--- src/rtl/core/fbpm_pkg.sv ---
// Shared types and constants of the frame buffer pool manager.
package fbpm_pkg;

    localparam int MAX_FRAMES = 16;
    localparam int ID_W       = 4;
    localparam int CNT_W      = 5;

    localparam logic [2:0] CMD_NEW_FRAME    = 3'd0;
    localparam logic [2:0] CMD_TAKE_PROCESS = 3'd1;
    localparam logic [2:0] CMD_DONE_PROCESS = 3'd2;
    localparam logic [2:0] CMD_TAKE_RECORD  = 3'd3;
    localparam logic [2:0] CMD_DONE_RECORD  = 3'd4;

    localparam logic [1:0] REG_COUNT_EN   = 2'd0;
    localparam logic [1:0] REG_RECORD_EN  = 2'd1;
    localparam logic [1:0] REG_INIT_BUFS  = 2'd2;
    localparam logic [1:0] REG_MAX_BUFS   = 2'd3;

    localparam logic [CNT_W-1:0] INIT_BUFS_RST = 5'd4;
    localparam logic [CNT_W-1:0] MAX_BUFS_RST  = 5'd16;

    localparam int IN_W  = 8;
    localparam int OUT_W = 96;

    // Controller to datapath.
    typedef struct packed {
        logic load;        // capture input transaction
        logic scan_start;  // reset eviction scan
        logic scan_step;   // test one process queue entry
        logic commit;      // update state and load result register
    } fbpm_cmd_t;

    // Datapath to controller.
    typedef struct packed {
        logic need_scan;
        logic scan_hit;
        logic scan_last;
        logic plen_nz;
    } fbpm_status_t;

    function automatic logic [CNT_W-1:0] clamp_pool(input logic [CNT_W-1:0] v);
        if (v == '0) begin
            return CNT_W'(1);
        end else if (v > CNT_W'(MAX_FRAMES)) begin
            return CNT_W'(MAX_FRAMES);
        end else begin
            return v;
        end
    endfunction

endpackage

--- src/rtl/core/frame_buffer_pool_manager_top.sv ---
// Frame buffer pool manager: hands out buffer ids to a producer and two consumers.
// Each command transaction yields one result. An accepted command goes through
// ST_CHECK and ST_EXEC, which registers the result once the output register is
// free; a new frame that finds the free stack empty at the growth limit with a
// nonempty process queue first scans it in ST_SCAN, one entry per cycle, for the
// oldest recorded frame. One command is handled at a time; a new command is
// accepted while the previous result still waits in the output register.
// Reset restores ids 0..3 on the free stack and empties both queues; no clearing pass.
module frame_buffer_pool_manager_top (
    input  logic        aclk,
    input  logic        aresetn,
    input  logic        s_tvalid,
    output logic        s_tready,
    input  logic [7:0]  s_tdata,   // command[2:0], buffer_id[6:3]
    output logic        m_tvalid,
    input  logic        m_tready,
    // id_valid[0], out_id[4:1], out_seq[36:5], evicted[37], evicted_id[41:38],
    // frame_lost[42], free_count[47:43], process_pending[52:48],
    // record_pending[57:53], drop_total[89:58]
    output logic [95:0] m_tdata,
    input  logic        psel,
    input  logic        penable,
    input  logic        pwrite,
    input  logic [3:0]  paddr,
    input  logic [31:0] pwdata,
    output logic [31:0] prdata,
    output logic        pready
);
    import fbpm_pkg::*;

    fbpm_cmd_t    ctrl_cmd;
    fbpm_status_t dp_status;
    logic         cfg_we;

    assign pready = 1'b1;
    assign cfg_we = psel && penable && pwrite;

    fbpm_ctrl u_ctrl (
        .aclk     (aclk),
        .aresetn  (aresetn),
        .s_tvalid (s_tvalid),
        .s_tready (s_tready),
        .m_tvalid (m_tvalid),
        .m_tready (m_tready),
        .status   (dp_status),
        .cmd      (ctrl_cmd)
    );

    fbpm_dp u_dp (
        .aclk      (aclk),
        .aresetn   (aresetn),
        .cmd       (ctrl_cmd),
        .status    (dp_status),
        .in_data   (s_tdata),
        .out_data  (m_tdata),
        .cfg_we    (cfg_we),
        .cfg_idx   (paddr[3:2]),
        .cfg_wdata (pwdata),
        .cfg_rdata (prdata)
    );

`ifndef SYNTHESIS
    a_commit_slot: assert property (@(posedge aclk) disable iff (!aresetn)
        ctrl_cmd.commit |-> (!m_tvalid || m_tready))
        else $error("result committed over a pending result");
    a_scan_nonempty: assert property (@(posedge aclk) disable iff (!aresetn)
        ctrl_cmd.scan_step |-> dp_status.plen_nz)
        else $error("eviction scan on empty process queue");
    a_one_cmd: assert property (@(posedge aclk) disable iff (!aresetn)
        $onehot0({ctrl_cmd.load, ctrl_cmd.scan_start, ctrl_cmd.scan_step, ctrl_cmd.commit}))
        else $error("conflicting datapath commands");
    a_result_after_commit: assert property (@(posedge aclk) disable iff (!aresetn)
        ctrl_cmd.commit |=> m_tvalid)
        else $error("commit without result");
`endif

endmodule

--- src/rtl/core/fbpm_ctrl.sv ---
// Sequencing state machine of the frame buffer pool manager.
module fbpm_ctrl (
    input  logic                 aclk,
    input  logic                 aresetn,
    input  logic                 s_tvalid,
    output logic                 s_tready,
    output logic                 m_tvalid,
    input  logic                 m_tready,
    input  fbpm_pkg::fbpm_status_t status,
    output fbpm_pkg::fbpm_cmd_t  cmd
);
    import fbpm_pkg::*;

    typedef enum logic [1:0] {ST_IDLE, ST_CHECK, ST_SCAN, ST_EXEC} state_t;

    state_t state_reg, state_next;
    logic   m_valid_reg, m_valid_next;
    logic   out_free;

    assign out_free = !m_valid_reg || m_tready;
    assign s_tready = (state_reg == ST_IDLE);
    assign m_tvalid = m_valid_reg;

    always_comb begin
        state_next     = state_reg;
        m_valid_next   = m_valid_reg && !m_tready;
        cmd            = '0;
        case (state_reg)
            ST_IDLE: begin
                if (s_tvalid) begin
                    cmd.load   = 1'b1;
                    state_next = ST_CHECK;
                end
            end
            ST_CHECK: begin
                if (status.need_scan) begin
                    cmd.scan_start = 1'b1;
                    state_next     = ST_SCAN;
                end else begin
                    state_next = ST_EXEC;
                end
            end
            ST_SCAN: begin
                cmd.scan_step = 1'b1;
                if (status.scan_hit || status.scan_last) begin
                    state_next = ST_EXEC;
                end
            end
            ST_EXEC: begin
                if (out_free) begin
                    cmd.commit   = 1'b1;
                    m_valid_next = 1'b1;
                    state_next   = ST_IDLE;
                end
            end
            default: state_next = ST_IDLE;
        endcase
    end

    always_ff @(posedge aclk) begin
        if (!aresetn) begin
            state_reg   <= ST_IDLE;
            m_valid_reg <= 1'b0;
        end else begin
            state_reg   <= state_next;
            m_valid_reg <= m_valid_next;
        end
    end

endmodule

--- src/rtl/core/fbpm_dp.sv ---
// Datapath: config registers, free stack, consumer queues, flags and counters.
module fbpm_dp (
    input  logic                       aclk,
    input  logic                       aresetn,
    input  fbpm_pkg::fbpm_cmd_t        cmd,
    output fbpm_pkg::fbpm_status_t     status,
    input  logic [fbpm_pkg::IN_W-1:0]  in_data,
    output logic [fbpm_pkg::OUT_W-1:0] out_data,
    input  logic                       cfg_we,
    input  logic [1:0]                 cfg_idx,
    input  logic [31:0]                cfg_wdata,
    output logic [31:0]                cfg_rdata
);
    import fbpm_pkg::*;

    logic             count_en_reg, record_en_reg;
    logic [CNT_W-1:0] init_bufs_reg, max_bufs_reg;

    logic [ID_W-1:0]  fs_reg [MAX_FRAMES];
    logic [ID_W-1:0]  pq_reg [MAX_FRAMES];
    logic [ID_W-1:0]  rq_reg [MAX_FRAMES];
    logic [CNT_W-1:0] ft_reg, ft_next;
    logic [CNT_W-1:0] plen_reg, plen_next;
    logic [CNT_W-1:0] rlen_reg, rlen_next;
    logic [ID_W-1:0]  rhead_reg, rhead_next;
    logic [MAX_FRAMES-1:0] pflag_reg, rflag_reg;
    logic [CNT_W-1:0] alloc_reg, alloc_next;
    logic [31:0]      seq_reg, seq_next;
    logic [31:0]      drops_reg, drops_next;

    logic [2:0]       cmd_reg;
    logic [ID_W-1:0]  bid_reg;
    logic [ID_W-1:0]  scan_idx_reg;
    logic             found_reg;
    logic [OUT_W-1:0] out_reg;

    logic [CNT_W-1:0] lim, lim_max, lim_ini;
    logic             new_frame, en, grow, evict, have_free, assign_id, lost;
    logic [ID_W-1:0]  new_id, out_id;
    logic             pop_p, pop_r, remove_p, app_p, app_r, rel, pf_new, rf_new, push;
    logic [ID_W-1:0]  rm_idx;
    logic [CNT_W-1:0] plen_rm, ft_m1;
    logic [ID_W-1:0]  rtail;
    logic             id_valid;

    // effective growth limit
    always_comb begin
        lim_max = clamp_pool(max_bufs_reg);
        lim_ini = clamp_pool(init_bufs_reg);
        lim     = (lim_ini > lim_max) ? lim_ini : lim_max;
    end

    assign new_frame = (cmd_reg == CMD_NEW_FRAME);
    assign en        = count_en_reg || record_en_reg;
    assign have_free = (ft_reg != '0);
    assign ft_m1     = ft_reg - CNT_W'(1);
    assign grow      = new_frame && en && !have_free && (alloc_reg < lim);
    assign evict     = new_frame && en && !have_free && !grow && found_reg;
    assign assign_id = new_frame && en && (have_free || grow || evict);
    assign lost      = new_frame && en && !assign_id;

    assign status.need_scan = new_frame && en && !have_free && (alloc_reg >= lim)
                              && (plen_reg != '0);
    assign status.scan_hit  = rflag_reg[pq_reg[scan_idx_reg]];
    assign status.scan_last = ({1'b0, scan_idx_reg} + CNT_W'(1)) >= plen_reg;
    assign status.plen_nz   = (plen_reg != '0);

    always_comb begin
        if (have_free) begin
            new_id = fs_reg[ft_m1[ID_W-1:0]];
        end else if (grow) begin
            new_id = alloc_reg[ID_W-1:0];
        end else begin
            new_id = pq_reg[scan_idx_reg];
        end
    end

    assign pop_p    = (cmd_reg == CMD_TAKE_PROCESS) && (plen_reg != '0);
    assign pop_r    = (cmd_reg == CMD_TAKE_RECORD) && (rlen_reg != '0);
    assign remove_p = pop_p || evict;
    assign rm_idx   = evict ? scan_idx_reg : '0;
    assign plen_rm  = remove_p ? plen_reg - CNT_W'(1) : plen_reg;
    assign app_p    = assign_id && count_en_reg && (plen_rm < CNT_W'(MAX_FRAMES));
    assign app_r    = assign_id && record_en_reg && (rlen_reg < CNT_W'(MAX_FRAMES));
    assign rtail    = rhead_reg + rlen_reg[ID_W-1:0];

    assign rel    = ((cmd_reg == CMD_DONE_PROCESS) || (cmd_reg == CMD_DONE_RECORD))
                    && ({1'b0, bid_reg} < alloc_reg);
    assign pf_new = (cmd_reg == CMD_DONE_PROCESS) ? 1'b1 : pflag_reg[bid_reg];
    assign rf_new = (cmd_reg == CMD_DONE_RECORD) ? 1'b1 : rflag_reg[bid_reg];
    assign push   = rel && pf_new && rf_new && (ft_reg < CNT_W'(MAX_FRAMES));

    assign id_valid = assign_id || pop_p || pop_r;

    always_comb begin
        if (assign_id) begin
            out_id = new_id;
        end else if (pop_p) begin
            out_id = pq_reg[0];
        end else if (pop_r) begin
            out_id = rq_reg[rhead_reg];
        end else begin
            out_id = '0;
        end
    end

    always_comb begin
        ft_next = ft_reg;
        if (assign_id && have_free) begin
            ft_next = ft_m1;
        end else if (push) begin
            ft_next = ft_reg + CNT_W'(1);
        end
        plen_next  = app_p ? plen_rm + CNT_W'(1) : plen_rm;
        rlen_next  = rlen_reg + CNT_W'(app_r) - CNT_W'(pop_r);
        rhead_next = pop_r ? rhead_reg + ID_W'(1) : rhead_reg;
        alloc_next = grow ? alloc_reg + CNT_W'(1) : alloc_reg;
        seq_next   = new_frame ? seq_reg + 32'd1 : seq_reg;
        drops_next = drops_reg + 32'(evict || lost);
    end

    always_comb begin
        cfg_rdata = '0;
        case (cfg_idx)
            REG_COUNT_EN:  cfg_rdata = {31'd0, count_en_reg};
            REG_RECORD_EN: cfg_rdata = {31'd0, record_en_reg};
            REG_INIT_BUFS: cfg_rdata = {27'd0, init_bufs_reg};
            REG_MAX_BUFS:  cfg_rdata = {27'd0, max_bufs_reg};
            default:       cfg_rdata = '0;
        endcase
    end

    always_ff @(posedge aclk) begin
        if (!aresetn) begin
            count_en_reg  <= 1'b0;
            record_en_reg <= 1'b0;
            init_bufs_reg <= INIT_BUFS_RST;
            max_bufs_reg  <= MAX_BUFS_RST;
        end else if (cfg_we) begin
            case (cfg_idx)
                REG_COUNT_EN:  count_en_reg  <= cfg_wdata[0];
                REG_RECORD_EN: record_en_reg <= cfg_wdata[0];
                REG_INIT_BUFS: init_bufs_reg <= cfg_wdata[CNT_W-1:0];
                REG_MAX_BUFS:  max_bufs_reg  <= cfg_wdata[CNT_W-1:0];
                default: ;
            endcase
        end
    end

    // control and counters
    always_ff @(posedge aclk) begin
        if (!aresetn) begin
            ft_reg    <= clamp_pool(INIT_BUFS_RST);
            alloc_reg <= clamp_pool(INIT_BUFS_RST);
            plen_reg  <= '0;
            rlen_reg  <= '0;
            rhead_reg <= '0;
            pflag_reg <= '0;
            rflag_reg <= '0;
            seq_reg   <= '0;
            drops_reg <= '0;
            found_reg <= 1'b0;
        end else begin
            if (cmd.load) begin
                found_reg <= 1'b0;
            end
            if (cmd.scan_step && status.scan_hit) begin
                found_reg <= 1'b1;
            end
            if (cmd.commit) begin
                ft_reg    <= ft_next;
                alloc_reg <= alloc_next;
                plen_reg  <= plen_next;
                rlen_reg  <= rlen_next;
                rhead_reg <= rhead_next;
                seq_reg   <= seq_next;
                drops_reg <= drops_next;
                if (assign_id) begin
                    pflag_reg[new_id] <= !count_en_reg;
                    rflag_reg[new_id] <= !record_en_reg;
                end
                if (rel && (cmd_reg == CMD_DONE_PROCESS)) begin
                    pflag_reg[bid_reg] <= 1'b1;
                end
                if (rel && (cmd_reg == CMD_DONE_RECORD)) begin
                    rflag_reg[bid_reg] <= 1'b1;
                end
            end
        end
    end

    // free stack holds ids 0..15 after reset; only the first entries are live
    always_ff @(posedge aclk) begin
        if (!aresetn) begin
            for (int i = 0; i < MAX_FRAMES; i++) begin
                fs_reg[i] <= ID_W'(i);
            end
        end else if (cmd.commit && push) begin
            fs_reg[ft_reg[ID_W-1:0]] <= bid_reg;
        end
    end

    // payload: captured item, scan index, queues, result
    always_ff @(posedge aclk) begin
        if (cmd.load) begin
            cmd_reg <= in_data[2:0];
            bid_reg <= in_data[6:3];
        end
        if (cmd.scan_start) begin
            scan_idx_reg <= '0;
        end else if (cmd.scan_step && !status.scan_hit && !status.scan_last) begin
            scan_idx_reg <= scan_idx_reg + ID_W'(1);
        end
        if (cmd.commit) begin
            for (int j = 0; j < MAX_FRAMES; j++) begin
                if (app_p && (plen_rm[ID_W-1:0] == ID_W'(j))) begin
                    pq_reg[j] <= new_id;
                end else if (remove_p && (ID_W'(j) >= rm_idx) && (j < MAX_FRAMES - 1)) begin
                    pq_reg[j] <= pq_reg[(j + 1) % MAX_FRAMES];
                end
            end
            if (app_r) begin
                rq_reg[rtail] <= new_id;
            end
            out_reg <= {6'd0, drops_next, rlen_next, plen_next, ft_next, lost,
                        evict ? pq_reg[scan_idx_reg] : ID_W'(0), evict,
                        new_frame ? seq_reg : 32'd0, out_id, id_valid};
        end
    end

    assign out_data = out_reg;

endmodule
--- config.mk ---
export PLATFORM = sky130hd
export DESIGN_NAME = frame_buffer_pool_manager_top
export DESIGN_NICKNAME = d
export VERILOG_FILES = /design/src/rtl/core/fbpm_pkg.sv /design/src/rtl/core/frame_buffer_pool_manager_top.sv /design/src/rtl/core/fbpm_ctrl.sv /design/src/rtl/core/fbpm_dp.sv
export SDC_FILE = /design/constraint.sdc
export NUM_CORES = 1
export LEC_CHECK = 0
export BUFFER_PORTS_ARGS = -buffer_cell sky130_fd_sc_hd__buf_4
export CAP_MARGIN = 20
export CORE_MARGIN = 2
export CORE_UTILIZATION = 49
export CTS_CLUSTER_DIAMETER = 80
export DETAILED_ROUTE_END_ITERATION = 6
export GPL_ROUTABILITY_DRIVEN = 0
export PLACE_DENSITY = 0.71
export SYNTH_ARGS = -nofsm -noshare
export SYNTH_HDL_FRONTEND = slang
export SYNTH_SLANG_ARGS = --single-unit
--- constraint.sdc ---
create_clock -name aclk -period 15.5 [get_ports aclk]
set_clock_uncertainty 0.2 [all_clocks]
set_input_delay 0 -clock aclk [delete_from_list [all_inputs] [get_ports aclk]]
set_output_delay 0 -clock aclk [all_outputs]
set_load 0.1 [all_outputs]
==> out/metrics.cfg <==
[status]
run_status=finished, final reports clean

[floorplanning]
die_y_um=218
die_w_um=218
die_area_um2=47400
num_rows=78
core_um2=45300
initial_core_util_pct=49.4
io_pins=182

[finish]
drive_gt1_share_pct=18.7
regArea_um2=11600
num_antenna_cells=0
final_cell_area_um2=25500
final_cells=2686
num-fill-cells=3751
layout_common_cells=289 x edfxtp_1, 218 x nor2_1, 148 x dfxtp_1
multi_input_area_um2=10000
nets=2148
area_growth_pct=13.9
largest_register_ff_count=90
layout_commonest_cell=edfxtp_1
fin_util_pct=56.3

[power]
sw_frac_of_total_pct=34.3
pwr-share-seq_pct=41.3
p_per_area_nw_per_um2=133
clock_power_share_pct=32.2
p_comb_share_pct=26.5
p_leak_nw=8.84
internal-power_mw=2.23
vdd_drop_max_mv=0.0989
p_switching_mw=1.16
power_mw=3.40

[grt]
antenna_found_initial=0
grt_pass1_vias=15200
overflow=0
grt_pass1_wl_mm=83.6
grt_usage_pct=22.4
grt_max_degree=93

[synthesis]
ys_seq_elements=437
syn-cell-area_um2=22400
yosys_most_used_dff=edfxtp_1
avgSynthCellArea_um2=11.6
synth_edf_count=289
ys_async_sr_fraction_pct=0
yosysWarnings=0
ys_seq_area_share_pct=52.0
yosysUniqueCellTypes=104
synth_cells=1928

[drt]
wire_per_inst_um=20.0
drt_iter0_drc=1372
dr.pass1.iters=5
drc=0
vias_per_cell=5.84
vias=15700
drtAntennaViolNets=0
wirelength_mm=53.7

[timing]
final-max-slew-violation-count=0
slew_headroom_pct=30.9
setup_viol=0
rsz0062_at_grt=false
tightestPinTransition_ns=1.03
fmax_ghz=0.161
fin_crit_sh_pct=40.2
tns_ns=0
min_period_ns=6.23
final_hold_viol_count=0

[clock_network]
numCtsBuffers=46
cts_max_level=2
clk_path_buf_depth=3
cts_resized=0
cts_tree=built
root_buffer=clkbuf_16
clkSlewWorstSetupHoldPaths_ns=0.06
clock-sinks=437
clkLatencyLatePin_ns=0.59

[place]
place_hpwl_mm=36.5
port_buffers=117
place_inst=2563
dpl_cell_area_um2=23600

[setup_path]
worstPathMaxFanout=8
cp-end-kind=flip-flop
critPathArrivalTime_ns=6.46
crit_type=flip-flop to flip-flop
critPathRequiredTime_ns=15.73
start_kind=flip-flop

[flow_run]
max_cap_viol_count=0

[min_path]
hp-class=input port to flip-flop

[metrics by stage]
stage | hold slack [ns] | setup WS (ns)
3_5_place_dp | -0.0190 | 9.37
3_3_place_gp | -0.0150 | 9.54
2_1_floorplan | -0.101 | 10.19
4_1_cts | 0.0308 | 9.35
6_report | 0.0516 | 9.27
5_1_grt | 0.0639 | 8.82
[Yosys cell counts (6+ instances only)]
| cell | instances | share of area, % |
|---|---|---|
| edfxtp_1 | 289 | 39 |
| nor2_1 | 218 | 3.7 |
| dfxtp_1 | 148 | 13 |
| nand2_1 | 147 | 2.5 |
| o21ai_0 | 80 | 1.8 |
| clkbuf_1 | 72 | 1.2 |
| mux2_2 | 69 | 3.5 |
| xor2_1 | 57 | 2.2 |
| xnor2_1 | 53 | 2.1 |
| and3_1 | 52 | 1.5 |
| inv_1 | 51 | 0.86 |
| mux4_2 | 51 | 5.1 |
| and2_1 | 48 | 1.3 |
| ha_1 | 47 | 2.6 |
| nand3_1 | 44 | 0.98 |
| a21oi_1 | 43 | 0.96 |
| nor3_1 | 42 | 0.94 |
| buf_4 | 38 | 1.3 |
| mux2i_1 | 34 | 1.5 |
| or3_1 | 30 | 0.84 |
| nand2b_1 | 23 | 0.64 |
| nor2b_1 | 19 | 0.53 |
| a211oi_1 | 16 | 0.54 |
| nand4_1 | 15 | 0.42 |
| mux4_1 | 14 | 1.6 |
| a221oi_1 | 13 | 0.51 |
| nor3b_1 | 12 | 0.40 |
| buf_2 | 11 | 0.25 |
| nor4_1 | 11 | 0.31 |
| o211ai_1 | 11 | 0.37 |
| a21o_1 | 10 | 0.34 |
| o2111ai_1 | 7 | 0.27 |
| o22ai_1 | 7 | 0.20 |
| o311a_1 | 7 | 0.31 |
| o221ai_2 | 6 | 0.40 |
[worst paths after layout]
kind | depth (start not counted) | slack (ns) | endpoint | start
hold reg to reg | 2 | 0.27 | u_dp.drops_reg[0] | u_dp.drops_reg[0]
setup / recovery | 25 | 9.27 | u_dp.drops_reg[28] | u_dp.init_bufs_reg[4]
hold / removal | 4 | 0.05 | u_dp.max_bufs_reg[2] | pwdata[2]
setup reg to reg | 25 | 9.27 | u_dp.drops_reg[28] | u_dp.init_bufs_reg[4]
[worst max-delay path: stages (launching register included)]
cell and delay, ns:
dfxtp_1 0.49, nor2b_1 0.11, ha_1 0.30, nor2b_1 0.13, o21a_1 0.12, o21ai_0 0.08, nand2b_1 0.08, a21oi_1 0.09
a31oi_1 0.52, nand2_1 0.10, o21a_1 0.14, ha_1 0.28, and3_1 0.19, o21a_1 0.17, nor3_1 0.09, nor2_1 0.18
ha_1 0.23, ha_1 0.22, nand3_1 0.19, nor3_1 0.41, and3_1 0.35, nand3_1 0.26, or4_1 0.68, nor3_1 0.24
xnor2_1 0.15, nor2_1 0.06
[power groups by stage]
stage,Sequential [mW],Combinational (mW),Clock (mW)
after floorplan,1.62,0.502,0
after global placement,1.43,0.865,0
after detailed placement,1.43,0.880,0
after CTS,1.41,0.891,1.12
after global routing,1.41,0.952,1.16
final,1.40,0.899,1.10
[layer usage]
| metal | vias up | share of wire, % | GRT usage (%) |
|---|---|---|---|
| met1 | 7718 | 41 | 29.2 |
| met4 | 0 | 4.2 | 9.71 |
| li1 | 7280 | - | - |
| met3 | 133 | 6.0 | 3.75 |
| met5 | - | 0 | 0 |
| met2 | 568 | 49 | 37.0 |
[logic make-up (layout without fill, tap and decap cells)]
family	after synthesis	in the layout	synth area share, %
buf+inv	184	310	3.99
other cells	2	34	0.0335
fa+ha+maj	49	49	2.81
flops	437	437	52.0
xor+xnor	112	112	4.50
simple gates	706	706	16.0
compound gates	264	264	8.51
mux	174	174	12.2
[area by class of cell]
class	instances	share of cell area (%)
clock buffer	65	5.03
clock inverter	21	0.839
inverter	53	0.824
multi-input combinational	1339	39.2
sequential	437	45.7
tap	600	2.94
timing repair buffer	171	5.49
[timing repair]
action,in CTS,in global routing
hold buffers,35,0
setup buffers,0,0
hold endpoints to repair,78,0
endpoints found under the setup margin,0,0
No activity file was read; power rests on OpenSTA's default activity.
